$ cat src/design/slbm_pkg.sv
// Shared types, codes and constants of the serial-loaded bank mapper.
`default_nettype none
package slbm_pkg;

    // Work RAM window and default size
    localparam int unsigned RAM_BYTES_DEF = 8192;
    localparam int unsigned WIN_AW        = 13;

    // Access kinds
    localparam logic [1:0] FUNC_CPU_RD = 2'd0;
    localparam logic [1:0] FUNC_CPU_WR = 2'd1;
    localparam logic [1:0] FUNC_PPU_RD = 2'd2;
    localparam logic [1:0] FUNC_PPU_WR = 2'd3;

    // Result targets
    localparam logic [1:0] TGT_NONE = 2'd0;
    localparam logic [1:0] TGT_WRAM = 2'd1;
    localparam logic [1:0] TGT_PRG  = 2'd2;
    localparam logic [1:0] TGT_CHR  = 2'd3;

    // Configuration register indexes (word address)
    localparam logic CFG_PRG_BANKS = 1'b0;
    localparam logic CFG_CHR_BYTES = 1'b1;

    // Mapper register select, address bits 14:13
    localparam logic [1:0] SEL_CONTROL  = 2'd0;
    localparam logic [1:0] SEL_CHR_LOW  = 2'd1;
    localparam logic [1:0] SEL_CHR_HIGH = 2'd2;
    localparam logic [1:0] SEL_PRG      = 2'd3;

    // Reset values
    localparam logic [4:0]  SHIFT_EMPTY   = 5'b10000;
    localparam logic [4:0]  CONTROL_RST   = 5'h0C;
    localparam logic [5:0]  PRG_BANKS_RST = 6'd2;
    localparam logic [17:0] CHR_BYTES_RST = 18'd8192;

    typedef struct packed {
        logic [1:0]  func;
        logic [15:0] bus_address;
        logic [7:0]  write_data;
    } slbm_in_t;

    typedef struct packed {
        logic [1:0]  target;
        logic [18:0] mapped_address;
        logic [7:0]  ram_read_data;
        logic        chr_in_range;
        logic [1:0]  mirror_mode;
    } slbm_out_t;

    typedef struct packed {
        logic [5:0]  prg_banks;
        logic [17:0] chr_bytes;
    } slbm_cfg_t;

    // Mapping result held in the output register; ram data joins it there
    typedef struct packed {
        logic [1:0]  target;
        logic [18:0] mapped_address;
        logic        chr_in_range;
        logic [1:0]  mirror_mode;
        logic        ram_rd;
    } slbm_res_t;

    typedef struct packed {
        logic              rd_en;
        logic              wr_en;
        logic [WIN_AW-1:0] addr;
        logic [7:0]        data;
    } slbm_wram_req_t;

endpackage
`default_nettype wire

$ cat src/design/slbm_cfg.sv
// APB configuration registers: program bank count and pattern memory size.
`default_nettype none
module slbm_cfg (
    input  wire logic               aclk,
    input  wire logic               aresetn,
    input  wire logic               psel,
    input  wire logic               penable,
    input  wire logic               pwrite,
    input  wire logic [2:0]         paddr,
    input  wire logic [31:0]        pwdata,
    output logic [31:0]             prdata,
    output logic                    pready,
    output slbm_pkg::slbm_cfg_t     cfg
);
    import slbm_pkg::*;

    logic [5:0]  prg_banks_reg;
    logic [17:0] chr_bytes_reg;
    logic        wr_strobe;

    assign pready    = 1'b1;
    assign wr_strobe = psel && penable && pwrite && pready;

    // Register writes in the access phase
    always_ff @(posedge aclk) begin
        if (!aresetn) begin
            prg_banks_reg <= PRG_BANKS_RST;
            chr_bytes_reg <= CHR_BYTES_RST;
        end else if (wr_strobe) begin
            unique case (paddr[2])
                CFG_PRG_BANKS: prg_banks_reg <= pwdata[5:0];
                CFG_CHR_BYTES: chr_bytes_reg <= pwdata[17:0];
                default: ;
            endcase
        end
    end

    // Read back
    always_comb begin
        unique case (paddr[2])
            CFG_PRG_BANKS: prdata = {26'd0, prg_banks_reg};
            CFG_CHR_BYTES: prdata = {14'd0, chr_bytes_reg};
            default:       prdata = 32'd0;
        endcase
    end

    assign cfg.prg_banks = prg_banks_reg;
    assign cfg.chr_bytes = chr_bytes_reg;

endmodule
`default_nettype wire

$ cat config.mk
export PLATFORM = sky130hd
export DESIGN_NAME = slbm_cfg
export DESIGN_NICKNAME = d
export VERILOG_FILES = /design/src/design/slbm_pkg.sv /design/src/design/slbm_cfg.sv
export SDC_FILE = /design/constraint.sdc
export NUM_CORES = 1
export LEC_CHECK = 0
export ABC_AREA = 1
export BUFFER_PORTS_ARGS = -buffer_cell sky130_fd_sc_hd__clkbuf_2
export CAP_MARGIN = 20
export CORE_MARGIN = 1
export CORE_UTILIZATION = 36
export CTS_CLUSTER_SIZE = 24
export DETAILED_ROUTE_END_ITERATION = 12
export PLACE_DENSITY = 0.79
export REMOVE_ABC_BUFFERS = 1
export SLEW_MARGIN = 15
export SYNTH_ARGS = -nofsm -noshare
export SYNTH_HDL_FRONTEND = slang
export SYNTH_SLANG_ARGS = --single-unit
$ cat constraint.sdc
create_clock -name aclk -period 0.8 [get_ports aclk]
set_input_delay 0.08 -clock aclk [delete_from_list [all_inputs] [get_ports aclk]]
set_output_delay 0.08 -clock aclk [all_outputs]
set_load 0.03 [all_outputs]
== Word-level counts from Yosys, hierarchy flattened ==
Cells that the tools add are included.

* Register bits: 24
* Output and inout port bits: 57
* Word-level logic and storage cells: 8

* Multiplexer cells: 1
* Reduce and logical (&&, ||, !) cells: 4
* Bitwise gates (word level): 1

{| class="wikitable"
|+ Operator list
! kind !! number
|-
| $pmux W32 S2 || 1
|-
| $reduce_and A2 Y1 || 2
|-
| $logic_and A1 B1 Y1 || 2
|-
| $not A1 Y1 || 1
|}

== Depth between registers and ports, before layout ==
Gate-level depths: netlist of run 1.

* Depth after elaboration: 3
* Mapped depth: 6

== Least setup slack after synthesis of run 1 ==
OpenSTA, ideal clock, no wires.

* Kind: register to output
* Start: reg chr_bytes_reg[0]
* End: out prdata[0]
* Path slack: -0.091 ns
* Data arrival time: 0.811 ns
* Cell stages (with the launch flop): 3
* Cells stage by stage: dfxtp_1 nand2_1 nand2_1

* Longest elaborated chain between the ends: 1

{| class="wikitable"
|+ Ends and longest elaborated chain
! what !! RTL line !! text
|-
| start, declared || slbm_cfg.sv:18 || <nowiki>logic [17:0] chr_bytes_reg;</nowiki>
|-
| start signal, assigned || slbm_cfg.sv:32 || <nowiki>CFG_CHR_BYTES: chr_bytes_reg <= pwdata[17:0];</nowiki>
|-
| $pmux W32 S2 || slbm_cfg.sv:40 || <nowiki>unique case (paddr[2])</nowiki>
|-
| end, declared || slbm_cfg.sv:11 || <nowiki>output logic [31:0] prdata,</nowiki>
|}

Every way passes these cells. The select of a mux whose other input is x is not followed.

== Worst setup path in the final report of run 1 ==
* Start: reg chr_bytes_reg[3]
* End: out prdata[3]

Same word-level chain as after synthesis.

==> results.sh, run 1 <==
export IMPL_fin_crit_ns=0.975
export IMPL_end_kind="primary output"
export IMPL_ys_warnings_count=0
export IMPL_antenna_left=0
export IMPL_cts_tree="done"
export IMPL_fill_cells=295
export IMPL_die_h_um=62.7
export IMPL_htreeDepth=1
export IMPL_ios=97
export IMPL_dp_hpwl_mm=2.13
export IMPL_route_detailed_drc=0
export IMPL_die_area_um2=3930
export IMPL_wl_mm=3.61
export IMPL_max_freq_mhz=1030
export IMPL_ys_seq_area_frac=0.362
export IMPL_largest_register_ff_count=18
export IMPL_violations="negative setup slack"
export IMPL_final_area_um2=2330
export IMPL_nets=326
export IMPL_power_frac_seq=0.435
export IMPL_cts_sinks=24
export IMPL_rows=21
export IMPL_cp_required_ns=0.72
export IMPL_powerDensity_nw_per_um2=1250
export IMPL_criticalPathCategory="flop to primary output"
export IMPL_cts_made_buffers=3
export IMPL_hold_class="input pin to flop"
export IMPL_status="finished with violations"
export IMPL_die_w_um=62.7
export IMPL_report_final_slew_viol_count=0
export IMPL_netlist_area_leader_share=0.362
export IMPL_syn_to_final_growth_pct=76.0
export IMPL_yosys_top_cells_area="dfxtp_1 (36%), nand2_1 (16%), nor2_1 (12%)"
export IMPL_crit_path_start_kind="flop"
export IMPL_timing_hold_ws_ns=0.0242
export IMPL_rsz0062_at_grt="true"
export IMPL_wl_per_cell_um=10.9
export IMPL_layout_setup_ws_ns=-0.175
export IMPL_swShare=0.311
export IMPL_layout_cells_non_filler=331
export IMPL_pwr_share_comb=0.285
export IMPL_grt_max_degree=25
export IMPL_p_switching_mw=0.910
export IMPL_vias_per_cell=4.39
export IMPL_clkTransAtPathRegs_ns=0.09
export IMPL_maxCapViolations=0
export IMPL_io_buffers=65
export IMPL_placed_cells=317
export IMPL_fin_util=0.678
export IMPL_grt_use_total=0.165
export IMPL_finalSetupViolCount=43
export IMPL_ir_drop_v=0.000804
export IMPL_diodes=0
export IMPL_clockPowerShare=0.280
export IMPL_cts_hold_buf=0
export IMPL_grt_pass1_vias=1224
export IMPL_arrival_ns=0.90
export IMPL_final_setup_skew_ns=0
export IMPL_drt_pass1_iterations=4
export IMPL_avgSynthCellArea_um2=6.29
export IMPL_p_leak_nw=1.22
export IMPL_root_buffer="clkbuf_8"
export IMPL_drt_iter0_drc=37
export IMPL_grt_first_pass_wirelength_mm=5.28
export IMPL_grt_ovfl_total=0
export IMPL_fin_crit_sh=1.22
export IMPL_yosysUniqueCellTypes=16
export IMPL_netlist_area_um2=1330
export IMPL_antenna_found_initial=0
export IMPL_gp_congestion=0.688
export IMPL_layout_drive_gt1_share=0.512
export IMPL_worstPathMaxFanout=2
export IMPL_synth_largest_area_cell="dfxtp_1"
export IMPL_synthCells=211
export IMPL_p_int_mw=2.02
export IMPL_synth_seq_cells=24
export IMPL_worstSkewPairLatency_ns=0.26
export IMPL_num_vias=1452
export IMPL_core_area_um2=3440
export IMPL_placed_area_um2=1680
export IMPL_start_util=0.385
export IMPL_setup_tns_ns=-4.39
export IMPL_final_hold_violation_count=0
export IMPL_clockBufferDepth=2
-- area by class of cell --
cell class	count	area, um^2	share of cell area
timing repair buffer	82	925	0.396
multi-input combinational	144	656	0.281
sequential	24	526	0.225
inverter	31	116	0.0498
tap	46	57.6	0.0247
clock buffer	4	55.1	0.0236
-- final timing paths --
check | from | endpoint | slack [ns] | cells after the start
worst max-delay path | chr_bytes_reg[3] | prdata[3] | -0.18 | 3
worst min-delay path | pwdata[13] | chr_bytes_reg[13] | 0.02 | 3
worst max register to register | chr_bytes_reg[3] | chr_bytes_reg[3] | 0 | 4
worst min register to register | prg_banks_reg[1] | prg_banks_reg[1] | 0.49 | 2
-- repair_timing --
item	4_1_cts	5_1_grt
hold endpoints to repair	0	0
buffers inserted	2	8
pin swaps	3	7
gates resized for setup	108	80
endpoints found under the setup margin	42	42
-- power by group through the flow --
stage	Clock, mW	Sequential [mW]	Combinational, mW
global route	0.888	1.28	0.893
finish	0.818	1.27	0.834
detailed placement	0	1.29	0.634
CTS	0.827	1.28	0.748
floorplan	0	1.37	0.305
global placement	0	1.29	0.629
-- per-stage QoR --
stage / total power [mW] / setup slack [ns]
floorplan: 1.68 / -0.104
detailed placement: 1.93 / -0.108
CTS: 2.86 / -0.183
global route: 3.06 / -0.214
global placement: 1.92 / -0.0781
finish: 2.93 / -0.175
-- routing by layer --
layer,routed length [um],up-vias,part of all wire,GRT usage
met1,1500,656,0.41,0.186
met3,140,4,0.039,0.0237
met2,1910,50,0.53,0.317
met5,0,-,0,0
li1,-,742,-,-
met4,54,0,0.015,0.0436
-- synthesized netlist by cell type (all sizes together) --
master / number
dfxtp: 24
conb: 2
inv: 31
nand2: 55
o21ai: 2
clkbuf: 1
buf: 24
nor2: 47
nand3: 25
-- layout by cell type, fill, tap and decap left out, types with 2 or more instances in the layout --
master	count
inv_1	18
nor2_2	2
dfxtp_2	18
nand2_1	36
o21ai_0	2
nand3_1	24
buf_4	9
conb_1	15
clkbuf_2	23
inv_2	13
clkbuf_8	8
buf_6	5
buf_12	3
nor2_1	44
nand2_2	19
buf_8	38
dfxtp_4	6
-- kinds of logic after synthesis --
family | after synthesis | synth area share
other | 2 | 0.00566
AOI/OAI and AO/OA | 2 | 0.00755
buffers and inverters | 56 | 0.216
DFF | 24 | 0.362
and+or+nand+nor | 127 | 0.408
-- critical path: stages, from the launching register on --
cell and delay [ns]:
dfxtp_2 0.35, nand2_1 0.06, nand2_2 0.10, buf_8 0.13
Power figures use the tool's default switching activity.
==> inputs of run 2 (changes only) <==
- ABC_AREA: 1 -> unset
- CORE_UTILIZATION: 36 -> 35
==> run 2 against run 1 <==
Net effect:
- the flow finishes with violations (negative hold slack, negative setup slack)
- via count fell by 11%
- synthesized cell count down 35%
- sequential share of layout area down 2.8 points
- first-iteration DRC count grew 24%
- critical path type unchanged
- critical endpoint is now prdata[0]
- largest power group unchanged
- highest routed layer unchanged
==> results.sh, run 2 <==
export IMPL_cpPeakStageDelay_ns=0.36
export IMPL_arrival_ns=1.09
export IMPL_dp_slack_ns=-0.219
export IMPL_netlist_area_leader_share=0.382
export IMPL_die_w_um=62.0
export IMPL_powerDensity_nw_per_um2=979
export IMPL_core_area_um2=3390
export IMPL_layout_common_cells="buf_8 (41), nand2_1 (38), mux2i_1 (24), dfxtp_2 (24)"
export IMPL_gp_congestion=0.719
export IMPL_layout_commonest_cell="buf_8"
export IMPL_worstPathMaxFanout=2
export IMPL_final_setup_skew_ns=0
export IMPL_async_flop_share=0
export IMPL_crit_path_top_delay_cell="dfxtp_2"
export IMPL_max_freq_mhz=854
export IMPL_end_kind="primary output"
export IMPL_ys_seq_area_frac=0.382
export IMPL_dp_hpwl_mm=2.15
export IMPL_layout_setup_ws_ns=-0.370
export IMPL_fin_crit_ns=1.17
export IMPL_route_detailed_drc=0
export IMPL_yosysMostFrequentCell="nand2_1"
export IMPL_root_buffer="clkbuf_4"
export IMPL_synth_seq_cells=24
export IMPL_r2r_start="chr_bytes_reg[5]"
export IMPL_ys_flop_type="dfxtp_1"
export IMPL_netlist_area_um2=1260
export IMPL_rr_endpoint="chr_bytes_reg[5]"
export IMPL_grt_first_pass_wirelength_mm=5.25
export IMPL_synthTopCellsByCount="nand2_1 (39), dfxtp_1 (24), mux2i_1 (24)"
export IMPL_ios=97
export IMPL_violations="negative hold slack, negative setup slack"
export IMPL_p_leak_nw=1.23
export IMPL_maxCapViolations=0
export IMPL_cp_required_ns=0.72
export IMPL_cts_sinks=24
export IMPL_nets=286
export IMPL_crit_path_start_kind="flop"
export IMPL_grt_pass1_vias=1175
export IMPL_critPathTopFamily="flip-flops"
export IMPL_path_buf_inv=1
export IMPL_synthCells=137
export IMPL_finalSetupViolCount=42
export IMPL_wl_per_cell_um=14.1
export IMPL_die_h_um=62.0
export IMPL_fin_crit_sh=1.46
export IMPL_status="finished with violations"
export IMPL_fin_util=0.764
export IMPL_whs_endpoint="prg_banks_reg[2]"
export IMPL_rows=21
export IMPL_criticalPathCategory="flop to primary output"
export IMPL_synth_largest_area_cell="dfxtp_1"
export IMPL_ir_drop_v=0.000575
export IMPL_synth_edff_count=0
export IMPL_fill_cells=217
export IMPL_layout_drive_gt1_share=0.607
export IMPL_seq_area_um2=510
export IMPL_hold_class="input pin to flop"
export IMPL_wl_mm=4.10
export IMPL_cts_made_buffers=3
export IMPL_vias_per_cell=4.46
export IMPL_ys_warnings_count=0
export IMPL_r2r_cells=4
export IMPL_start_util=0.371
export IMPL_die_area_um2=3840
export IMPL_holdPathStages=3
export IMPL_layout_cells_non_filler=290
export IMPL_grt_use_total=0.191
export IMPL_clkTransAtPathRegs_ns=0.13
export IMPL_rsz0062_at_grt="true"
export IMPL_yosysUniqueCellTypes=13
export IMPL_grt_ovfl_total=0
export IMPL_io_buffers=65
export IMPL_num_vias=1292
export IMPL_final_hold_violation_count=1
export IMPL_report_final_slew_viol_count=0
export IMPL_clockBufferDepth=2
export IMPL_drt_pass1_iterations=4
export IMPL_antenna_found_initial=0
export IMPL_yosys_top_cells_area="dfxtp_1 (38%), mux2i_1 (19%), nand2_1 (12%)"
export IMPL_diodes=0
export IMPL_largest_register_ff_count=18
export IMPL_critical_path_cell_chain="mux2_4 -> buf_8"
export IMPL_timing_hold_ws_ns=-0.00170
export IMPL_cts_tree="done"
export IMPL_drt_iter0_drc=46
export IMPL_htreeDepth=1
export IMPL_grt_max_degree=24
export IMPL_antenna_left=0
export IMPL_syn_to_final_growth_pct=106
export IMPL_holdCritStartpoint="pwdata[2]"
export IMPL_avgSynthCellArea_um2=9.19
export IMPL_worstSkewPairLatency_ns=0.31
export IMPL_multiInputGateArea_um2=701
export IMPL_r2r_slack_ns=0.04
export IMPL_placed_cells=260
## run 2: worst max-delay path by stage
stage	start	endpoint	slack (ns)	cells past startpoint
after floorplan	chr_bytes_reg[13]	prdata[13]	-0.13	1
after global routing	prg_banks_reg[0]	prdata[0]	-0.40	2
after detailed placement	paddr[2]	prdata[3]	-0.22	4
final	prg_banks_reg[0]	prdata[0]	-0.37	2
after global placement	paddr[2]	prdata[1]	-0.21	4
after CTS	prg_banks_reg[1]	prdata[1]	-0.37	2
## run 2: kinds of logic after synthesis
family,share of synthesized area
simple gates,0.224
buf+inv,0.144
mux,0.245
other cells,0.00597
flops,0.382
## run 2: worst reg2reg max path, stage by stage (launching register included)
cell and delay, ns:
dfxtp_2 0.35, buf_6 0.12, buf_6 0.11, nand2_2 0.04
mux2i_1 0.05
## run 2: metal layers
| layer | global-route usage | up-vias | share of wire |
|---|---|---|---|
| li1 | - | 624 | - |
| met5 | 0 | - | 0 |
| met1 | 0.179 | 609 | 0.35 |
| met4 | 0.0762 | 0 | 0.021 |
| met2 | 0.404 | 49 | 0.59 |
| met3 | 0.0228 | 10 | 0.039 |
## run 2: report_power, final
group / internal (mW) / switching, mW / total (mW)
Combinational: 0.377 / 0.385 / 0.762
Sequential: 1.23 / 0.0228 / 1.25
Clock: 0.176 / 0.350 / 0.527
Total: 1.78 / 0.758 / 2.54
## run 2: what timing repair did
item,in CTS,in global routing
setup buffers,1,17
hold endpoints to repair,15,2
cloned,0,0
setup endpoints to repair,42,42
resized for setup,128,68
hold buffers,14,1
## run 2: final cells by class
type,instances,area share
repair buffers,115,0.502
multi-input cells,102,0.270
flip-flops and latches,24,0.197
well taps,46,0.0222
clock buffers,3,0.00869
## run 2: metrics by stage
step / total power [mW] / TNS [ns] / hold slack, ns / area (um^2)
final: 2.54 / -8.85 / -0.00170 / 2590
after global routing: 2.65 / -10.38 / 0.0137 / 2590
after CTS: 2.47 / -9.05 / 0.000123 / 2370
after detailed placement: 1.79 / -6.17 / 0.316 / 1740
after global placement: 1.79 / -6.17 / 0.313 / 1740
after floorplan: 1.54 / -2.06 / 0.222 / 1130
==> inputs of run 3 (changes only) <==
- CORE_MARGIN: 1 -> 4
==> run 3 against run 2 <==
Net effect:
- the flow finishes with violations (negative setup slack)
- highest routed layer unchanged
- first-iteration DRC count shrank 48%
- critical path type unchanged
- largest cell class unchanged
- power increased by 4.1%
- combinational power down 2%
==> results.sh, run 3 (synthesis gave the netlist of run 2 again) <==
export IMPL_cp_required_ns=0.72
export IMPL_antenna_left=0
export IMPL_holdCritStartpoint="pwdata[5]"
export IMPL_maxCapViolations=0
export IMPL_worstPathMaxFanout=2
export IMPL_hold_class="input pin to flop"
export IMPL_crit_path_start_kind="flop"
export IMPL_cts_sinks=24
export IMPL_status="finished with violations"
export IMPL_core_area_um2=3420
export IMPL_holdPathStages=3
export IMPL_r2r_start="chr_bytes_reg[7]"
export IMPL_cts_made_buffers=3
export IMPL_start_util=0.368
export IMPL_antenna_found_initial=0
export IMPL_criticalPathCategory="flop to primary output"
export IMPL_layout_drive_gt1_share=0.620
export IMPL_cts_tree="done"
export IMPL_ios=97
export IMPL_grt_use_total=0.163
export IMPL_powerDensity_nw_per_um2=1020
export IMPL_p_leak_nw=1.23
export IMPL_layout_commonest_cell="buf_8"
export IMPL_htreeDepth=1
export IMPL_nets=286
export IMPL_gp_congestion=0.724
export IMPL_max_freq_mhz=859
export IMPL_path_buf_inv=1
export IMPL_io_buffers=65
export IMPL_fill_cells=212
export IMPL_whs_endpoint="prg_banks_reg[5]"
export IMPL_fin_crit_sh=1.46
export IMPL_route_detailed_drc=0
export IMPL_vias_per_cell=4.50
export IMPL_wl_per_cell_um=14.9
export IMPL_final_setup_skew_ns=0
export IMPL_die_h_um=68.0
export IMPL_root_buffer="clkbuf_4"
export IMPL_finalSetupViolCount=44
export IMPL_grt_max_degree=25
export IMPL_die_area_um2=4620
export IMPL_cpPeakStageDelay_ns=0.36
export IMPL_rsz0062_at_grt="true"
export IMPL_wl_mm=4.33
export IMPL_crit_path_top_delay_cell="dfxtp_2"
export IMPL_dp_hpwl_mm=2.42
export IMPL_drt_iter0_drc=24
export IMPL_violations="negative setup slack"
export IMPL_dp_slack_ns=-0.185
export IMPL_grt_pass1_vias=1251
export IMPL_layout_common_cells="buf_8 (41), nand2_1 (37), mux2i_1 (24), dfxtp_2 (24), buf_6 (24)"
export IMPL_layout_setup_ws_ns=-0.364
export IMPL_clkTransAtPathRegs_ns=0.13
export IMPL_rows=21
export IMPL_r2r_slack_ns=-0.07
export IMPL_arrival_ns=1.08
export IMPL_final_hold_violation_count=0
export IMPL_grt_first_pass_wirelength_mm=5.71
export IMPL_crit_cells=2
export IMPL_fin_crit_ns=1.16
export IMPL_rr_endpoint="chr_bytes_reg[7]"
export IMPL_report_final_slew_viol_count=0
export IMPL_power_mw=2.64
export IMPL_end_kind="primary output"
export IMPL_clockBufferDepth=2
export IMPL_layout_cells_non_filler=291
export IMPL_num_vias=1309
export IMPL_ir_drop_v=0.000972
export IMPL_diodes=0
export IMPL_placed_cells=260
export IMPL_critical_path_cell_chain="mux2_4 -> buf_8"
export IMPL_drt_pass1_iterations=4
export IMPL_die_w_um=68.0
export IMPL_grt_ovfl_total=0
export IMPL_fin_util=0.757
export IMPL_largest_register_ff_count=18
export IMPL_setup_tns_ns=-9.44
export IMPL_worstSkewPairLatency_ns=0.31
export IMPL_critPathTopFamily="flip-flops"
export IMPL_r2r_cells=5
export IMPL_syn_to_final_growth_pct=105
## run 3: cell type report
type	count	area, um^2	area share
Clock buffer	4	36.3	0.0140
Sequential cell	24	510	0.197
Tap cell	46	57.6	0.0223
Multi-Input combinational cell	102	706	0.273
Timing Repair Buffer	115	1280	0.493
## run 3: where the power goes
group / internal (mW) / leakage, nW / switching, mW
combinational: 0.364 / 1.01 / 0.383
clock: 0.278 / 0.0210 / 0.368
sequential: 1.23 / 0.204 / 0.0237
total: 1.87 / 1.23 / 0.775
## run 3: how the worst max path moves through the flow
stage	from	endpoint	slack (ns)
floorplan	chr_bytes_reg[13]	prdata[13]	-0.13
global placement	paddr[2]	prdata[1]	-0.17
detailed placement	paddr[2]	prdata[1]	-0.18
CTS	prg_banks_reg[3]	prdata[3]	-0.37
global route	prg_banks_reg[2]	prdata[2]	-0.39
finish	chr_bytes_reg[2]	prdata[2]	-0.36
## run 3: stage by stage
step	area [um^2]	hold slack, ns
after floorplan	1130	0.222
after global placement	1720	0.313
after detailed placement	1720	0.317
after CTS	2350	0.00189
after global routing	2590	0.0177
final	2590	0.0102
## run 3: per-layer routing
metal | up-vias | share of wire | GRT usage | routed length, um
met3 | 8 | 0.075 | 0.0443 | 326
met1 | 619 | 0.36 | 0.168 | 1560
li1 | 622 | - | - | -
met5 | - | 0 | 0 | 0
met4 | 0 | 0.016 | 0.0347 | 71
met2 | 60 | 0.55 | 0.323 | 2370
## run 3: repair_timing
action                                  CTS  global route
hold endpoints to repair                 14             1
gates cloned                              0             0
resized for setup                       125            72
buffers inserted                          3            13
endpoints found under the setup margin   42            44
hold buffers                             13             1
## run 3: tightest hold or removal path, cell delays in order
cell and delay (ns):
clkbuf_2 0.08, nand2_1 0.07, mux2i_1 0.07
