File: src/design/slbm_pkg.sv
// Shared types, codes and constants of the serial-loaded bank mapper.
`default_nettype none
package slbm_pkg;

    // Work RAM window and default size
    localparam int unsigned RAM_BYTES_DEF = 8192;
    localparam int unsigned WIN_AW        = 13;

    // Access kinds
    localparam logic [1:0] FUNC_CPU_RD = 2'd0;
    localparam logic [1:0] FUNC_CPU_WR = 2'd1;
    localparam logic [1:0] FUNC_PPU_RD = 2'd2;
    localparam logic [1:0] FUNC_PPU_WR = 2'd3;

    // Result targets
    localparam logic [1:0] TGT_NONE = 2'd0;
    localparam logic [1:0] TGT_WRAM = 2'd1;
    localparam logic [1:0] TGT_PRG  = 2'd2;
    localparam logic [1:0] TGT_CHR  = 2'd3;

    // Configuration register indexes (word address)
    localparam logic CFG_PRG_BANKS = 1'b0;
    localparam logic CFG_CHR_BYTES = 1'b1;

    // Mapper register select, address bits 14:13
    localparam logic [1:0] SEL_CONTROL  = 2'd0;
    localparam logic [1:0] SEL_CHR_LOW  = 2'd1;
    localparam logic [1:0] SEL_CHR_HIGH = 2'd2;
    localparam logic [1:0] SEL_PRG      = 2'd3;

    // Reset values
    localparam logic [4:0]  SHIFT_EMPTY   = 5'b10000;
    localparam logic [4:0]  CONTROL_RST   = 5'h0C;
    localparam logic [5:0]  PRG_BANKS_RST = 6'd2;
    localparam logic [17:0] CHR_BYTES_RST = 18'd8192;

    typedef struct packed {
        logic [1:0]  func;
        logic [15:0] bus_address;
        logic [7:0]  write_data;
    } slbm_in_t;

    typedef struct packed {
        logic [1:0]  target;
        logic [18:0] mapped_address;
        logic [7:0]  ram_read_data;
        logic        chr_in_range;
        logic [1:0]  mirror_mode;
    } slbm_out_t;

    typedef struct packed {
        logic [5:0]  prg_banks;
        logic [17:0] chr_bytes;
    } slbm_cfg_t;

    // Mapping result held in the output register; ram data joins it there
    typedef struct packed {
        logic [1:0]  target;
        logic [18:0] mapped_address;
        logic        chr_in_range;
        logic [1:0]  mirror_mode;
        logic        ram_rd;
    } slbm_res_t;

    typedef struct packed {
        logic              rd_en;
        logic              wr_en;
        logic [WIN_AW-1:0] addr;
        logic [7:0]        data;
    } slbm_wram_req_t;

endpackage
`default_nettype wire

File: src/design/slbm_core.sv
// Mapper registers, serial loader and address banking for one transaction.
`default_nettype none
module slbm_core #(
    parameter int unsigned RAM_BYTES = slbm_pkg::RAM_BYTES_DEF
) (
    input  wire logic                     aclk,
    input  wire logic                     aresetn,
    input  wire logic                     step,
    input  wire slbm_pkg::slbm_in_t       item,
    input  wire slbm_pkg::slbm_cfg_t      cfg,
    output slbm_pkg::slbm_res_t           res,
    output slbm_pkg::slbm_wram_req_t      wreq
);
    import slbm_pkg::*;

    localparam logic [15:0] RB1 = 16'(RAM_BYTES);
    localparam logic [15:0] RB2 = 16'(RAM_BYTES * 2);
    localparam logic [15:0] RB4 = 16'(RAM_BYTES * 4);

    logic [4:0] shift_reg, shift_next;
    logic [4:0] control_reg, control_next;
    logic [4:0] chr_low_reg, chr_low_next;
    logic [4:0] chr_high_reg, chr_high_next;
    logic [4:0] prg_bank_reg, prg_bank_next;

    logic [15:0] a;
    logic        is_cpu;
    logic        in_wram;
    logic        in_rom;
    logic        in_chr;
    logic [15:0] wrem;
    logic [3:0]  bank4;
    logic [4:0]  last_bank;
    logic [5:0]  banks_m1;
    logic [18:0] prg_off;
    logic [18:0] chr_off;
    logic [4:0]  shifted;

    assign a       = item.bus_address;
    assign is_cpu  = (item.func == FUNC_CPU_RD) || (item.func == FUNC_CPU_WR);
    assign in_wram = is_cpu && (a[15:13] == 3'b011);
    assign in_rom  = is_cpu && a[15];
    assign in_chr  = !is_cpu && (a[15:13] == 3'b000);

    // Window offset modulo RAM size; quotient is at most seven
    always_comb begin
        wrem = {3'd0, a[12:0]};
        if (wrem >= RB4) wrem = wrem - RB4;
        if (wrem >= RB2) wrem = wrem - RB2;
        if (wrem >= RB1) wrem = wrem - RB1;
    end

    // Program ROM banking
    assign bank4     = prg_bank_reg[3:0];
    assign banks_m1  = cfg.prg_banks - 6'd1;
    assign last_bank = banks_m1[4:0];

    always_comb begin
        case (control_reg[3:2])
            2'd0, 2'd1: prg_off = {1'b0, bank4[3:1], a[14:0]};
            2'd2:       prg_off = a[14] ? {1'b0, bank4, a[13:0]} : {5'd0, a[13:0]};
            default:    prg_off = a[14] ? {last_bank, a[13:0]} : {1'b0, bank4, a[13:0]};
        endcase
    end

    // Pattern memory banking, 8K or two 4K windows
    always_comb begin
        if (!control_reg[4]) begin
            chr_off = {2'd0, chr_low_reg[4:1], a[12:0]};
        end else if (!a[12]) begin
            chr_off = {2'd0, chr_low_reg, a[11:0]};
        end else begin
            chr_off = {2'd0, chr_high_reg, a[11:0]};
        end
    end

    // Serial loader
    assign shifted = {item.write_data[0], shift_reg[4:1]};

    always_comb begin
        shift_next    = shift_reg;
        control_next  = control_reg;
        chr_low_next  = chr_low_reg;
        chr_high_next = chr_high_reg;
        prg_bank_next = prg_bank_reg;
        if (item.func == FUNC_CPU_WR && a[15]) begin
            if (item.write_data[7]) begin
                shift_next   = SHIFT_EMPTY;
                control_next = control_reg | CONTROL_RST;
            end else if (shift_reg[0]) begin
                shift_next = SHIFT_EMPTY;
                unique case (a[14:13])
                    SEL_CONTROL:  control_next  = shifted;
                    SEL_CHR_LOW:  chr_low_next  = shifted;
                    SEL_CHR_HIGH: chr_high_next = shifted;
                    SEL_PRG:      prg_bank_next = shifted;
                    default: ;
                endcase
            end else begin
                shift_next = shifted;
            end
        end
    end

    always_ff @(posedge aclk) begin
        if (!aresetn) begin
            shift_reg    <= SHIFT_EMPTY;
            control_reg  <= CONTROL_RST;
            chr_low_reg  <= 5'd0;
            chr_high_reg <= 5'd0;
            prg_bank_reg <= 5'd0;
        end else if (step) begin
            shift_reg    <= shift_next;
            control_reg  <= control_next;
            chr_low_reg  <= chr_low_next;
            chr_high_reg <= chr_high_next;
            prg_bank_reg <= prg_bank_next;
        end
    end

    // Result fields
    always_comb begin
        res.target         = TGT_NONE;
        res.mapped_address = 19'd0;
        res.chr_in_range   = 1'b0;
        res.ram_rd         = 1'b0;
        if (in_wram) begin
            res.target = TGT_WRAM;
            res.ram_rd = (item.func == FUNC_CPU_RD);
        end else if (in_rom && item.func == FUNC_CPU_RD) begin
            res.target         = TGT_PRG;
            res.mapped_address = prg_off;
        end else if (in_chr) begin
            res.target         = TGT_CHR;
            res.mapped_address = chr_off;
            res.chr_in_range   = (chr_off < {1'b0, cfg.chr_bytes});
        end
        res.mirror_mode = control_next[1:0];
    end

    // Work RAM access
    assign wreq.rd_en = step && in_wram && (item.func == FUNC_CPU_RD);
    assign wreq.wr_en = step && in_wram && (item.func == FUNC_CPU_WR);
    assign wreq.addr  = wrem[WIN_AW-1:0];
    assign wreq.data  = item.write_data;

endmodule
`default_nettype wire

File: config.mk
export PLATFORM = sky130hd
export DESIGN_NAME = slbm_core
export DESIGN_NICKNAME = d
export VERILOG_FILES = /design/src/design/slbm_pkg.sv /design/src/design/slbm_core.sv
export SDC_FILE = /design/constraint.sdc
export NUM_CORES = 1
export LEC_CHECK = 0
export BUFFER_PORTS_ARGS = -buffer_cell sky130_fd_sc_hd__buf_2
export CAP_MARGIN = 5
export CORE_UTILIZATION = 50
export DETAILED_ROUTE_END_ITERATION = 8
export GPL_ROUTABILITY_DRIVEN = 0
export PLACE_DENSITY_LB_ADDON = 0.25
export SLEW_MARGIN = 20
export SYNTH_ARGS = -nofsm -noshare
export SYNTH_HDL_FRONTEND = slang
export SYNTH_SLANG_ARGS = --single-unit
File: constraint.sdc
create_clock -name aclk -period 6.45 [get_ports aclk]
set_input_delay 1.29 -clock aclk [delete_from_list [all_inputs] [get_ports aclk]]
set_output_delay 1.29 -clock aclk [all_outputs]
set_load 0.01 [all_outputs]
**After elaboration in Yosys (flattened, before gate mapping)**

Cells that the tools add are included.

- Output and inout port bits: 48
- Input bits: 53
- Logic and storage cells: 57
- Bits in registers: 24

- Multiplexer cells: 17
- Eq/ne operators: 7
- Reduce and logical (&&, ||, !) cells: 23
- Add/sub/neg operators: 1
- Bitwise gates (word level): 1
- Order comparisons: 1

Operators with widths:

| kind | number |
|---|---|
| $pmux W19 S2 | 1 |
| $mux W17 | 2 |
| $mux W22 | 1 |
| $mux W21 | 1 |
| $mux W20 | 1 |
| $reduce_and A5 Y1 | 4 |
| $lt A19 B18 Y1 | 1 |
| $mux W19 | 1 |
| $mux W18 | 1 |
| $mux W4 | 3 |
| $mux W5 | 2 |
| $logic_and A1 B1 Y1 | 8 |
| $eq A2 B1 Y1 const B | 3 |
| $eq A2 B2 Y1 const B | 3 |
| $logic_not A2 Y1 | 3 |
| $sub A5 B1 Y5 const B | 1 |
| $mux W2 | 2 |
| $reduce_and A4 Y1 | 1 |
| $reduce_bool A2 Y1 | 2 |
| $eq A3 B2 Y1 const B | 1 |
| $logic_not A3 Y1 | 1 |
| $mux W1 | 2 |
| $reduce_and A2 Y1 | 1 |
| $reduce_or A2 Y1 | 1 |
| 3 further kinds | 3 |

**Depth between registers and ports, before layout**

Gate-level depths: netlist of the first run.

- Depth in word-level cells: 7
- Mapped depth: 8

**Worst setup path after synthesis of the first run**

No wires, ideal clock.

- Path kind: input to output
- Start: input item[20] (netlist bit)
- End: output res[3] (netlist bit)
- Buffers on the path: 0
- Cell stages on the path: 7
- Slack: 2.546 ns
- Arrival: 2.614 ns
- Cells stage by stage: nand2_1 -> mux2_2 -> ha_1 -> a21oi_1 -> o21ai_0 -> a21oi_1 -> o41a_1

RTL lines:

| element | line | source |
|---|---|---|
| from (decl) | slbm_core.sv:9 | `input wire slbm_pkg::slbm_in_t item,` |
| to (decl) | slbm_core.sv:11 | `output slbm_pkg::slbm_res_t res,` |

==> results of run 1 <==
==> worst min-delay path, cell delays in order, from the launching register on <==
cell and delay, ns:
dfxtp_1 0.35, nand2_1 0.06, a21boi_0 0.06
==> cell type report <==
class / instances / area (µm²)
inverter: 23 / 86.3
sequential: 24 / 480
clock buffer: 4 / 55.1
fill: 358 / 1370
tap: 48 / 60.1
multi-input combinational: 176 / 1250
timing repair buffer: 87 / 435
==> through the flow <==
stage          util [%]  hold slack (ns)  power, W  area [µm²]
2_1_floorplan         -            0.477  0.000202        2000
3_3_place_gp       61.9            0.490  0.000225        2320
3_5_place_dp       61.9            0.499  0.000225        2320
4_1_cts            63.3            0.512  0.000325        2370
5_1_grt            63.3            0.541  0.000339        2370
6_report           63.3            0.516  0.000321        2370
==> cells by family after synthesis <==
| family | count (synthesis) |
|---|---|
| AO/OA/AOI/OAI | 41 |
| multiplexers | 23 |
| AND/OR/NAND/NOR | 92 |
| buffers and inverters | 49 |
| adder cells (fa/ha/maj) | 17 |
| flip-flops | 24 |
| XOR/XNOR | 3 |
==> where the power goes <==
group	switching [W]	internal [W]	leakage, nW	total (W)
combinational	0.0000387	0.0000339	0.954	0.0000726
sequential	0.000000524	0.000148	0.193	0.000149
clock	0.0000451	0.0000544	0.0288	0.0000996
total	0.0000844	0.000237	1.18	0.000321
==> metal layers <==
metal  track usage, %  share of wire [%]
met1             24.5                 46
met2             33.1                 46
met3             2.08                6.5
met4             7.34               0.99
met5                0                  0
==> worst max path at each step <==
stage,start,endpoint,slack (ns),cells after the start
after detailed placement,item[20],res[3],2.20,9
final,item[20],res[3],2.20,9
after CTS,item[20],res[3],2.19,9
after global routing,item[20],res[3],2.08,9
after global placement,item[20],res[3],2.23,9
after floorplan,item[20],res[3],2.55,7
==> placed cells by master, fill, tap and decap left out, types with 5 or more instances in the layout <==
master   count
dfxtp_1     24
o21ai_0     11
inv_1       23
mux2_2       6
a21oi_1     13
nor4_1       5
nand2_1     20
nor2_1      12
mux2i_1     17
nand3_1      7
ha_1        17
nor2b_1     29
buf_2       87
==> summary.txt, run 1 <==
final critical-path required period - 4.25 ns
hold_buf cts - 0
fraction of the cycle the final worst path needs - 65.9%
count of cells along the worst hold path - 2
via count of the first global-routing pass - 1499
share of layout cells above drive strength 1 - 33.1%
Distinct cells, synth - 34
Worst IR Drop VDD - 102 µV
cell count after synthesis - 249
largest net degree at the start of global routing - 25
unrepaired setup endpoints after global routing - no
sum of negative setup slack - 0 ns
core area - 3740 µm²
antenna diode count - 0
setup-violating endpoint count in the final report - 0
cells traversed along the worst timing path - buf_2 > nand2_1 > mux2_2 > ha_1 > a21oi_1 > o21ai_0 > a21oi_1 > o41a_1 > buf_2
synthesized flop and latch total - 24
Post-CTS Resized - 0
leak pwr - 1.18 nW
num ports - 101
proportion of synthesized area in mux cells - 11.9%
count of flip-flops with a built-in enable after synthesis - 0
most instantiated library cell after synthesis - nor2b_1
GRT Residual Overflow - 0
HPWL after detailed placement - 3410 µm
number of sinks on the clock net - 24
Synth Area in Compound Gates - 12.5%
CTS tree - built
post-synthesis sequential area ratio - 24.0%
die footprint - 4260 µm²
share of synthesized registers carrying an async set or reset - 0%
cell types with the largest area share after synthesis - dfxtp_1 (24%), ha_1 (11%), nor2b_1 (9.1%)
clock-pin slew on the worst setup and hold paths - 0.08 ns
area leader, netlist - dfxtp_1
result of the run - complete, no violations
Worst path max stage delay - 0.39 ns
signed area change from the synthesized netlist to the final layout - 18.5%
Avg Synthesized Cell Area - 8.03 µm²
Vert. Die Dim - 65.3 µm
Worst Tran Pin Value - 0.774 ns
power per standard cell area - 135 nW/µm²
start point of the worst min-delay path - shift_reg[0]$_SDFFE_PN0P_
Max clock buf depth - 2
worst min-delay path endpoint - shift_reg[0]$_SDFFE_PN0P_
number of antenna violations at the first check in global routing - 0
buffer type at the clock tree root - clkbuf_8
area of the mapped netlist - 2000 µm²
worst setup margin - 2.20 ns
initial detailed-routing violation count - 38
Routed Antenna Nets - 0
count of buffers from port buffering - 87
predominant post-synthesis flop cell - dfxtp_1
most frequent cells after synthesis - nor2b_1 (29), dfxtp_1 (24), inv_1 (23)
worst clock skew - 0.00242 ns
Hold Vio Cnt, Final - 0
count of non-filler cells in the finished layout - 362
combinational family with the most area after synthesis - simple AND/OR/NAND/NOR gates
Final nets - 385
startpoint of the worst register-to-register path - shift_reg[0]$_SDFFE_PN0P_
via total after detailed routing - 1840
critical path type - in -> out
area fraction in and, or, nand and nor cells after synthesis - 26.3%
endpoint class of the critical path - output pin
largest fanout on the critical path - 5
global-route wire length before repair - 6460 µm
maximum level of the CTS H-tree - 1
via density per instance - 5.08
Synth top area share - 24.0%
area share of fa/ha/maj cells after synthesis - 10.6%
CTS buffer count - 3
combined global-route utilization of all metal layers - 19.3%
worst hold-check path type - reg -> reg
number of cells traversed by the worst register-to-register path - 5
CP Data Arrival Time - 2.96 ns
source-to-sink clock delay at the later pin of the worst-skew pair - 0.26 ns
effective utilization at floorplan - 53.4%
die span in x - 65.3 µm
Post-Synth XOR/XNOR Area - 1.31%
Worst path slowest cell - mux2_2
Pre-Repair DR Iteration Count - 4
Syn Nets - 319
CP top delay family - compound AO/OA/AOI/OAI gates
max_slew headroom - 48.2%
required arrival time at the worst endpoint - 5.16 ns
launching element type of the critical path - input pin
Critical path buffers and inverters - 2
achievable frequency - 235 MHz
Slew Limit Fails - 0
max-capacitance violation count - 0
count of warnings emitted by yosys - 0
routed length per instance - 11.7 µm
post-CTS setup buffers - 0
reg2reg setup slack - 4.96 ns
DRC violations left - 0
total placed cells including tap cells - 358
pre-CTS setup slack - 2.20 ns
number of core rows - 22
endpoint of the most critical register-to-register path - chr_high_reg[4]$_SDFFE_PN0P_
total wire length - 4230 µm
Note: power is estimated with default switching activity, not from simulation.
==> run 2: changes to the inputs <==
CORE_UTILIZATION = 42   (was 50)
clock period = 3.85 ns   (was 6.45 ns; I/O delays follow)
==> run 2 against run 1 <==
  * The run now ends with DRC left
  * Count of clock-buffer cells in the layout decreased by 1
  * Routed wire length increased by 3.0%
  * Clock skew up 0.0030 ns
  * Sequential share of layout area is 0.24 points lower
  * Clock power rose by 120%
  * Sequential power up 67%
  * Worst setup slack got worse by 1.6 ns
  * First-iteration DRC count increased by 66%
  * Largest power group unchanged
==> summary.txt, run 2 (synthesized netlist as in run 1, its figures left out) <==
unrepaired setup endpoints after global routing - no
hold_ws - 0.519 ns (+0.00283 ns)
die footprint - 5040 µm² (+18%)
share of layout cells above drive strength 1 - 33.3% (+0.21 points)
hold_buf cts - 0 (unchanged)
via density per instance - 5.13 (+1.0%)
sw frac - 24.5% (-1.8 points)
Worst Tran Pin Value - 0.764 ns (-0.0101 ns)
max-capacitance violation count - 0 (unchanged)
source-to-sink clock delay at the later pin of the worst-skew pair - 0.26 ns (about the same)
CP Data Arrival Time - 2.45 ns (-0.51 ns)
Pre-Repair DR Iteration Count - 9 (+5)
total wire length - 4350 µm (+3.0%)
antenna diode count - 0 (unchanged)
number of sinks on the clock net - 24 (unchanged)
signed area change from the synthesized netlist to the final layout - 19.9%
failing checks - DRC
combined global-route utilization of all metal layers - 17.3% (-2.0 points)
GRT Residual Overflow - 0 (unchanged)
die span in x - 71.0 µm (+8.8%)
critical path type - in -> out
setup-violating endpoint count in the final report - 0 (unchanged)
share of power burned in combinational logic - 20.9% (-1.7 points)
initial detailed-routing violation count - 63 (+66%)
effective utilization at floorplan - 44.7% (-8.7 points)
worst clock skew - 0.00539 ns (+0.00297 ns)
CTS tree - built
Vert. Die Dim - 71.0 µm (+8.8%)
number of antenna violations at the first check in global routing - 0 (unchanged)
max_slew headroom - 48.9% (+0.68 points)
largest fanout on the critical path - 5 (unchanged)
maximum level of the CTS H-tree - 1 (unchanged)
Final nets - 386 (+0.26%)
core area - 4470 µm² (+20%)
leak pwr - 1.19 nW (+1.0%)
global-route wire length before repair - 7020 µm (+8.8%)
Hold Vio Cnt, Final - 0 (unchanged)
commonest non-fill, non-tap cell in the layout - buf_2
launching element type of the critical path - input pin
Worst IR Drop VDD - 130 µV (+27%)
final critical-path required period - 3.22 ns
post-CTS setup buffers - 0 (unchanged)
power per standard cell area - 245 nW/µm² (+81%)
sum of negative setup slack - 0 ns (unchanged)
relative contribution of the clock network to total power - 36.8% (+5.8 points)
part of the total power dissipated in sequential elements - 42.3% (-4.1 points)
post-route cell area - 2400 µm² (+1.2%)
HPWL after detailed placement - 3570 µm (+4.9%)
Post-CTS Resized - 0 (unchanged)
CTS buffer count - 3 (unchanged)
fraction of the cycle the final worst path needs - 83.7%
count of buffers from port buffering - 87 (unchanged)
routed length per instance - 11.9 µm (+1.6%)
NetSw - 0.000144 W (+71%)
Routed Antenna Nets - 0 (unchanged)
Max clock buf depth - 2 (unchanged)
required arrival time at the worst endpoint - 3.08 ns (-2.08 ns)
buffer type at the clock tree root - clkbuf_8
Slew Limit Fails - 0 (unchanged)
internal cell power - 0.000445 W (+88%)
via count of the first global-routing pass - 1663 (+11%)
num ports - 101 (unchanged)
number of core rows - 24 (+9.1%)
commonest non-fill, non-tap cells in the layout - buf_2 (87), nor2b_1 (29), dfxtp_1 (24)
via total after detailed routing - 1884 (+2.4%)
endpoint class of the critical path - output pin
achievable frequency - 310 MHz
clock-pin slew on the worst setup and hold paths - 0.08 ns (about the same)
result of the run - complete, but fails checks
worst hold-check path type - reg -> reg
Placed Area - 2330 µm² (+0.54%)
largest net degree at the start of global routing - 25 (unchanged)
DRC violations left - 12 (+12)
==> run 2: changes by cell type in the layout (fill, tap and decap cells not counted) <==
cell,change
buf_4,+1
bufinv_16,+1
clkbuf_8,-1
==> run 2: final timing paths <==
| kind | endpoint | startpoint | cells past startpoint | slack, ns |
|---|---|---|---|---|
| max reg2reg | chr_high_reg[4]$_SDFFE_PN0P_ | shift_reg[0]$_SDFFE_PN0P_ | 5 | 2.39 |
| max | res[3] | item[20] | 9 | 0.63 |
| min | shift_reg[0]$_SDFFE_PN0P_ | shift_reg[0]$_SDFFE_PN0P_ | 2 | 0.52 |
| min reg2reg | shift_reg[0]$_SDFFE_PN0P_ | shift_reg[0]$_SDFFE_PN0P_ | 2 | 0.52 |
==> run 2: power groups by stage <==
stage | Sequential, W | Clock, W | Combinational (W)
after floorplan | 0.000255 | 0 | 0.0000830
after detailed placement | 0.000255 | 0 | 0.000124
after CTS | 0.000249 | 0.000221 | 0.000124
after global placement | 0.000255 | 0 | 0.000123
final | 0.000249 | 0.000217 | 0.000123
after global routing | 0.000250 | 0.000227 | 0.000139
==> run 2: stage by stage <==
stage	setup WS, ns	total power [W]	cells	utilization (%)
2_1_floorplan	0.986	0.000338	249	-
3_3_place_gp	0.679	0.000378	363	52.0
3_5_place_dp	0.637	0.000379	363	52.0
4_1_cts	0.629	0.000594	367	53.6
5_1_grt	0.450	0.000615	367	53.6
6_report	0.626	0.000589	367	53.6
==> run 2: layout make-up <==
| cell class | count | area [µm²] |
|---|---|---|
| fill | 434 | 2070 |
| clock inverter | 1 | 30.0 |
| timing repair buffer | 88 | 443 |
| tap | 52 | 65.1 |
| clock buffer | 3 | 41.3 |
| multi-input combinational | 176 | 1250 |
| sequential | 24 | 480 |
| inverter | 23 | 86.3 |
==> run 2: per-layer routing <==
| metal | up-vias | track usage, % | part of all wire, % |
|---|---|---|---|
| met5 | - | 0 | 0 |
| met4 | 0 | 8.00 | 1.6 |
| met3 | 8 | 1.99 | 6.9 |
| met2 | 87 | 31.4 | 47 |
| met1 | 814 | 20.3 | 44 |
| li1 | 975 | - | - |
==> run 2: worst max-delay path, stage by stage <==
cell     delay [ns]
buf_2          0.12
nand2_1        0.18
mux2_2         0.38
ha_1           0.31
a21oi_1        0.14
o21ai_0        0.09
a21oi_1        0.17
o41a_1         0.17
buf_2          0.13
==> run 3: changes to the inputs <==
ABC_AREA = 1   (was default)
CORE_UTILIZATION = 47   (was 42)
clock period = 3.23 ns   (was 3.85 ns; I/O delays follow)
==> run 3 against run 2 <==
  * The flow now finishes without violations
  * Synthesized area is 6.1% higher
  * Largest cell class unchanged
  * Combinational power increased by 34%
  * Largest power group unchanged
  * Clock skew is essentially flat
  * Worst setup slack worse by 0.30 ns
==> summary.txt, run 3 <==
synthesized flop and latch total - 24 (unchanged)
DRC violations left - 0 (-12)
Worst path slowest cell - mux2_2
largest fanout on the critical path - 5 (unchanged)
CTS tree - built
post-synthesis sequential area ratio - 22.6% (-1.4 points)
via count of the first global-routing pass - 1816 (+9.2%)
Vert. Die Dim - 69.2 µm (-2.6%)
area fraction in and, or, nand and nor cells after synthesis - 29.4% (+3.0 points)
number of core rows - 24 (unchanged)
post-route cell area - 2480 µm² (+3.4%)
global-route wire length before repair - 7870 µm (+12%)
Slew Limit Fails - 0 (unchanged)
Distinct cells, synth - 37 (+8.8%)
cell types with the largest area share after synthesis - dfxtp_1 (23%), nand2_1 (10%), ha_1 (10%)
Worst IR Drop VDD - 300 µV (+130%)
fraction of the cycle the final worst path needs - 90.0%
sum of negative setup slack - 0 ns (unchanged)
Syn Nets - 391 (+23%)
hold_buf cts - 0 (unchanged)
worst hold-check path type - reg -> reg
max_slew headroom - 70.3% (+21 points)
cell count after synthesis - 321 (+29%)
Max clock buf depth - 2 (unchanged)
number of sinks on the clock net - 24 (unchanged)
achievable frequency - 344 MHz
number of cells traversed by the worst register-to-register path - 7 (+2)
post-CTS setup buffers - 0 (unchanged)
sw frac - 28.6% (+4.1 points)
via density per instance - 4.77 (-7.1%)
Avg Synthesized Cell Area - 6.61 µm² (-18%)
Post-CTS Resized - 0 (unchanged)
critical path type - in -> out
predominant post-synthesis flop cell - dfxtp_1
count of flip-flops with a built-in enable after synthesis - 0 (unchanged)
initial detailed-routing violation count - 66 (+4.8%)
area leader, netlist - dfxtp_1
CTS buffer count - 3 (unchanged)
internal cell power - 0.000476 W (+7.0%)
share of layout cells above drive strength 1 - 29.3% (-4.1 points)
result of the run - complete, no violations
required arrival time at the worst endpoint - 2.58 ns (-0.50 ns)
area of the mapped netlist - 2120 µm² (+6.1%)
source-to-sink clock delay at the later pin of the worst-skew pair - 0.26 ns (about the same)
signed area change from the synthesized netlist to the final layout - 17.0%
most frequent cells after synthesis - nand2_1 (59), inv_1 (54), nor2_1 (44)
via total after detailed routing - 2089 (+11%)
commonest non-fill, non-tap cell in the layout - buf_2
share of power burned in combinational logic - 24.8% (+3.9 points)
final cell utilization of the core - 57.0% (+3.4 points)
Post-Synth XOR/XNOR Area - 1.24% (-0.075 points)
max-capacitance violation count - 0 (unchanged)
combinational family with the most area after synthesis - simple AND/OR/NAND/NOR gates
Placed Area - 2430 µm² (+4.2%)
share of synthesized registers carrying an async set or reset - 0% (unchanged)
Worst path max stage delay - 0.37 ns (about the same)
cells traversed along the worst timing path - buf_2 > nand2_1 > mux2_2 > ha_1 > nand2_1 > nor2_1 > and2_1 > nand3b_1 > nand3_1 > nor2_1 > buf_2
proportion of synthesized area in mux cells - 1.06% (-11 points)
reg2reg setup slack - 1.99 ns (-0.40 ns)
leak pwr - 1.44 nW (+22%)
effective utilization at floorplan - 48.7% (+4.0 points)
maximum level of the CTS H-tree - 1 (unchanged)
combined global-route utilization of all metal layers - 19.8% (+2.5 points)
number of antenna violations at the first check in global routing - 0 (unchanged)
HPWL after detailed placement - 3850 µm (+7.6%)
Synth top area share - 22.6% (-1.4 points)
num ports - 101 (unchanged)
routed length per instance - 10.5 µm (-11%)
relative contribution of the clock network to total power - 29.9% (-6.9 points)
count of cells along the worst hold path - 2 (unchanged)
Pre-Repair DR Iteration Count - 4 (-5)
multi-input gate area in the final layout - 1200 µm² (-3.9%)
endpoint class of the critical path - output pin
area used by sequential logic in the layout - 480 µm² (unchanged)
worst setup margin - 0.323 ns (-0.303 ns)
count of warnings emitted by yosys - 0 (unchanged)
commonest non-fill, non-tap cells in the layout - buf_2 (87), nand2_1 (59), inv_1 (54)
part of the total power dissipated in sequential elements - 45.3% (+3.0 points)
GRT Residual Overflow - 0 (unchanged)
Routed Antenna Nets - 0 (unchanged)
worst clock skew - 0.00551 ns (+0.000118 ns)
pre-CTS setup slack - 0.298 ns (-0.340 ns)
clock-pin slew on the worst setup and hold paths - 0.08 ns (about the same)
unrepaired setup endpoints after global routing - no
count of buffers from port buffering - 87 (unchanged)
Worst Tran Pin Value - 0.445 ns (-0.318 ns)
largest net degree at the start of global routing - 14 (-44%)
core area - 4350 µm² (-2.7%)
power per standard cell area - 268 nW/µm² (+9.3%)
area share of fa/ha/maj cells after synthesis - 10.0% (-0.61 points)
die span in x - 69.2 µm (-2.6%)
setup-violating endpoint count in the final report - 0 (unchanged)
Hold Vio Cnt, Final - 0 (unchanged)
buffer type at the clock tree root - clkbuf_8
total wire length - 4620 µm (+6.1%)
launching element type of the critical path - input pin
Synth Area in Compound Gates - 15.1% (+2.6 points)
most instantiated library cell after synthesis - nand2_1
CP Data Arrival Time - 2.26 ns (-0.19 ns)
Final nets - 457 (+18%)
die footprint - 4790 µm² (-5.1%)
antenna diode count - 0 (unchanged)
final critical-path required period - 2.91 ns
NetSw - 0.000190 W (+32%)
FILL cells - 469 (+8.1%)
run 3: cell types whose count changed in the layout (fill, tap and decap cells not counted), sizes merged, moves of 15 or more:
cell | previous run | this run
nand2 | 20 | 60
nor2 | 13 | 48
inv | 23 | 57
nor2b | 29 | 0
mux2i | 17 | 0
o21ai | 11 | 26
run 3: worst paths after layout:
path                                                   start                            to
worst max-delay path                                item[20]                        res[3]
worst min-delay path            prg_bank_reg[1]$_SDFFE_PN0P_  prg_bank_reg[1]$_SDFFE_PN0P_
worst min register to register  prg_bank_reg[1]$_SDFFE_PN0P_  prg_bank_reg[1]$_SDFFE_PN0P_
worst max register to register     shift_reg[0]$_SDFFE_PN0P_  chr_high_reg[0]$_SDFFE_PN0P_
run 3: power groups by stage:
stage,clock network [W],logic [W],registers [W]
after global placement,0,0.000163,0.000309
after CTS,0.000205,0.000167,0.000302
after global routing,0.000223,0.000190,0.000302
after floorplan,0,0.000117,0.000308
final,0.000199,0.000165,0.000302
after detailed placement,0,0.000166,0.000309
run 3: logic make-up after synthesis:
logic type | Yosys count
multiplexers | 2
flip-flops | 24
XOR/XNOR | 3
adder cells (fa/ha/maj) | 17
AO/OA/AOI/OAI | 55
AND/OR/NAND/NOR | 133
buffers and inverters | 87
run 3: per-layer routing:
| metal | vias up | routed length [µm] | track usage, % |
|---|---|---|---|
| li1 | 1124 | - | - |
| met4 | 0 | 38 | 6.12 |
| met2 | 70 | 2170 | 35.3 |
| met1 | 891 | 2180 | 24.9 |
| met3 | 4 | 222 | 2.03 |
| met5 | - | 0 | 0 |
run 3: cell type report:
class / count / area share, %
multi-input combinational: 210 / 48.5
sequential: 24 / 19.4
timing repair buffer: 87 / 17.5
inverter: 61 / 9.73
tap: 52 / 2.62
clock buffer: 4 / 2.22
run 3: critical path: cells and delay by family:
family                   cells  cell delay [ns]
AND/OR/NAND/NOR              7             0.68
multiplexers                 1             0.37
adder cells (fa/ha/maj)      1             0.29
buffers and inverters        2             0.27
run 3: through the flow:
step	power (W)	instances	hold WS (ns)
floorplan	0.000424	321	0.447
global placement	0.000472	434	0.461
detailed placement	0.000475	434	0.468
CTS	0.000674	438	0.483
global route	0.000715	438	0.501
finish	0.000666	438	0.482
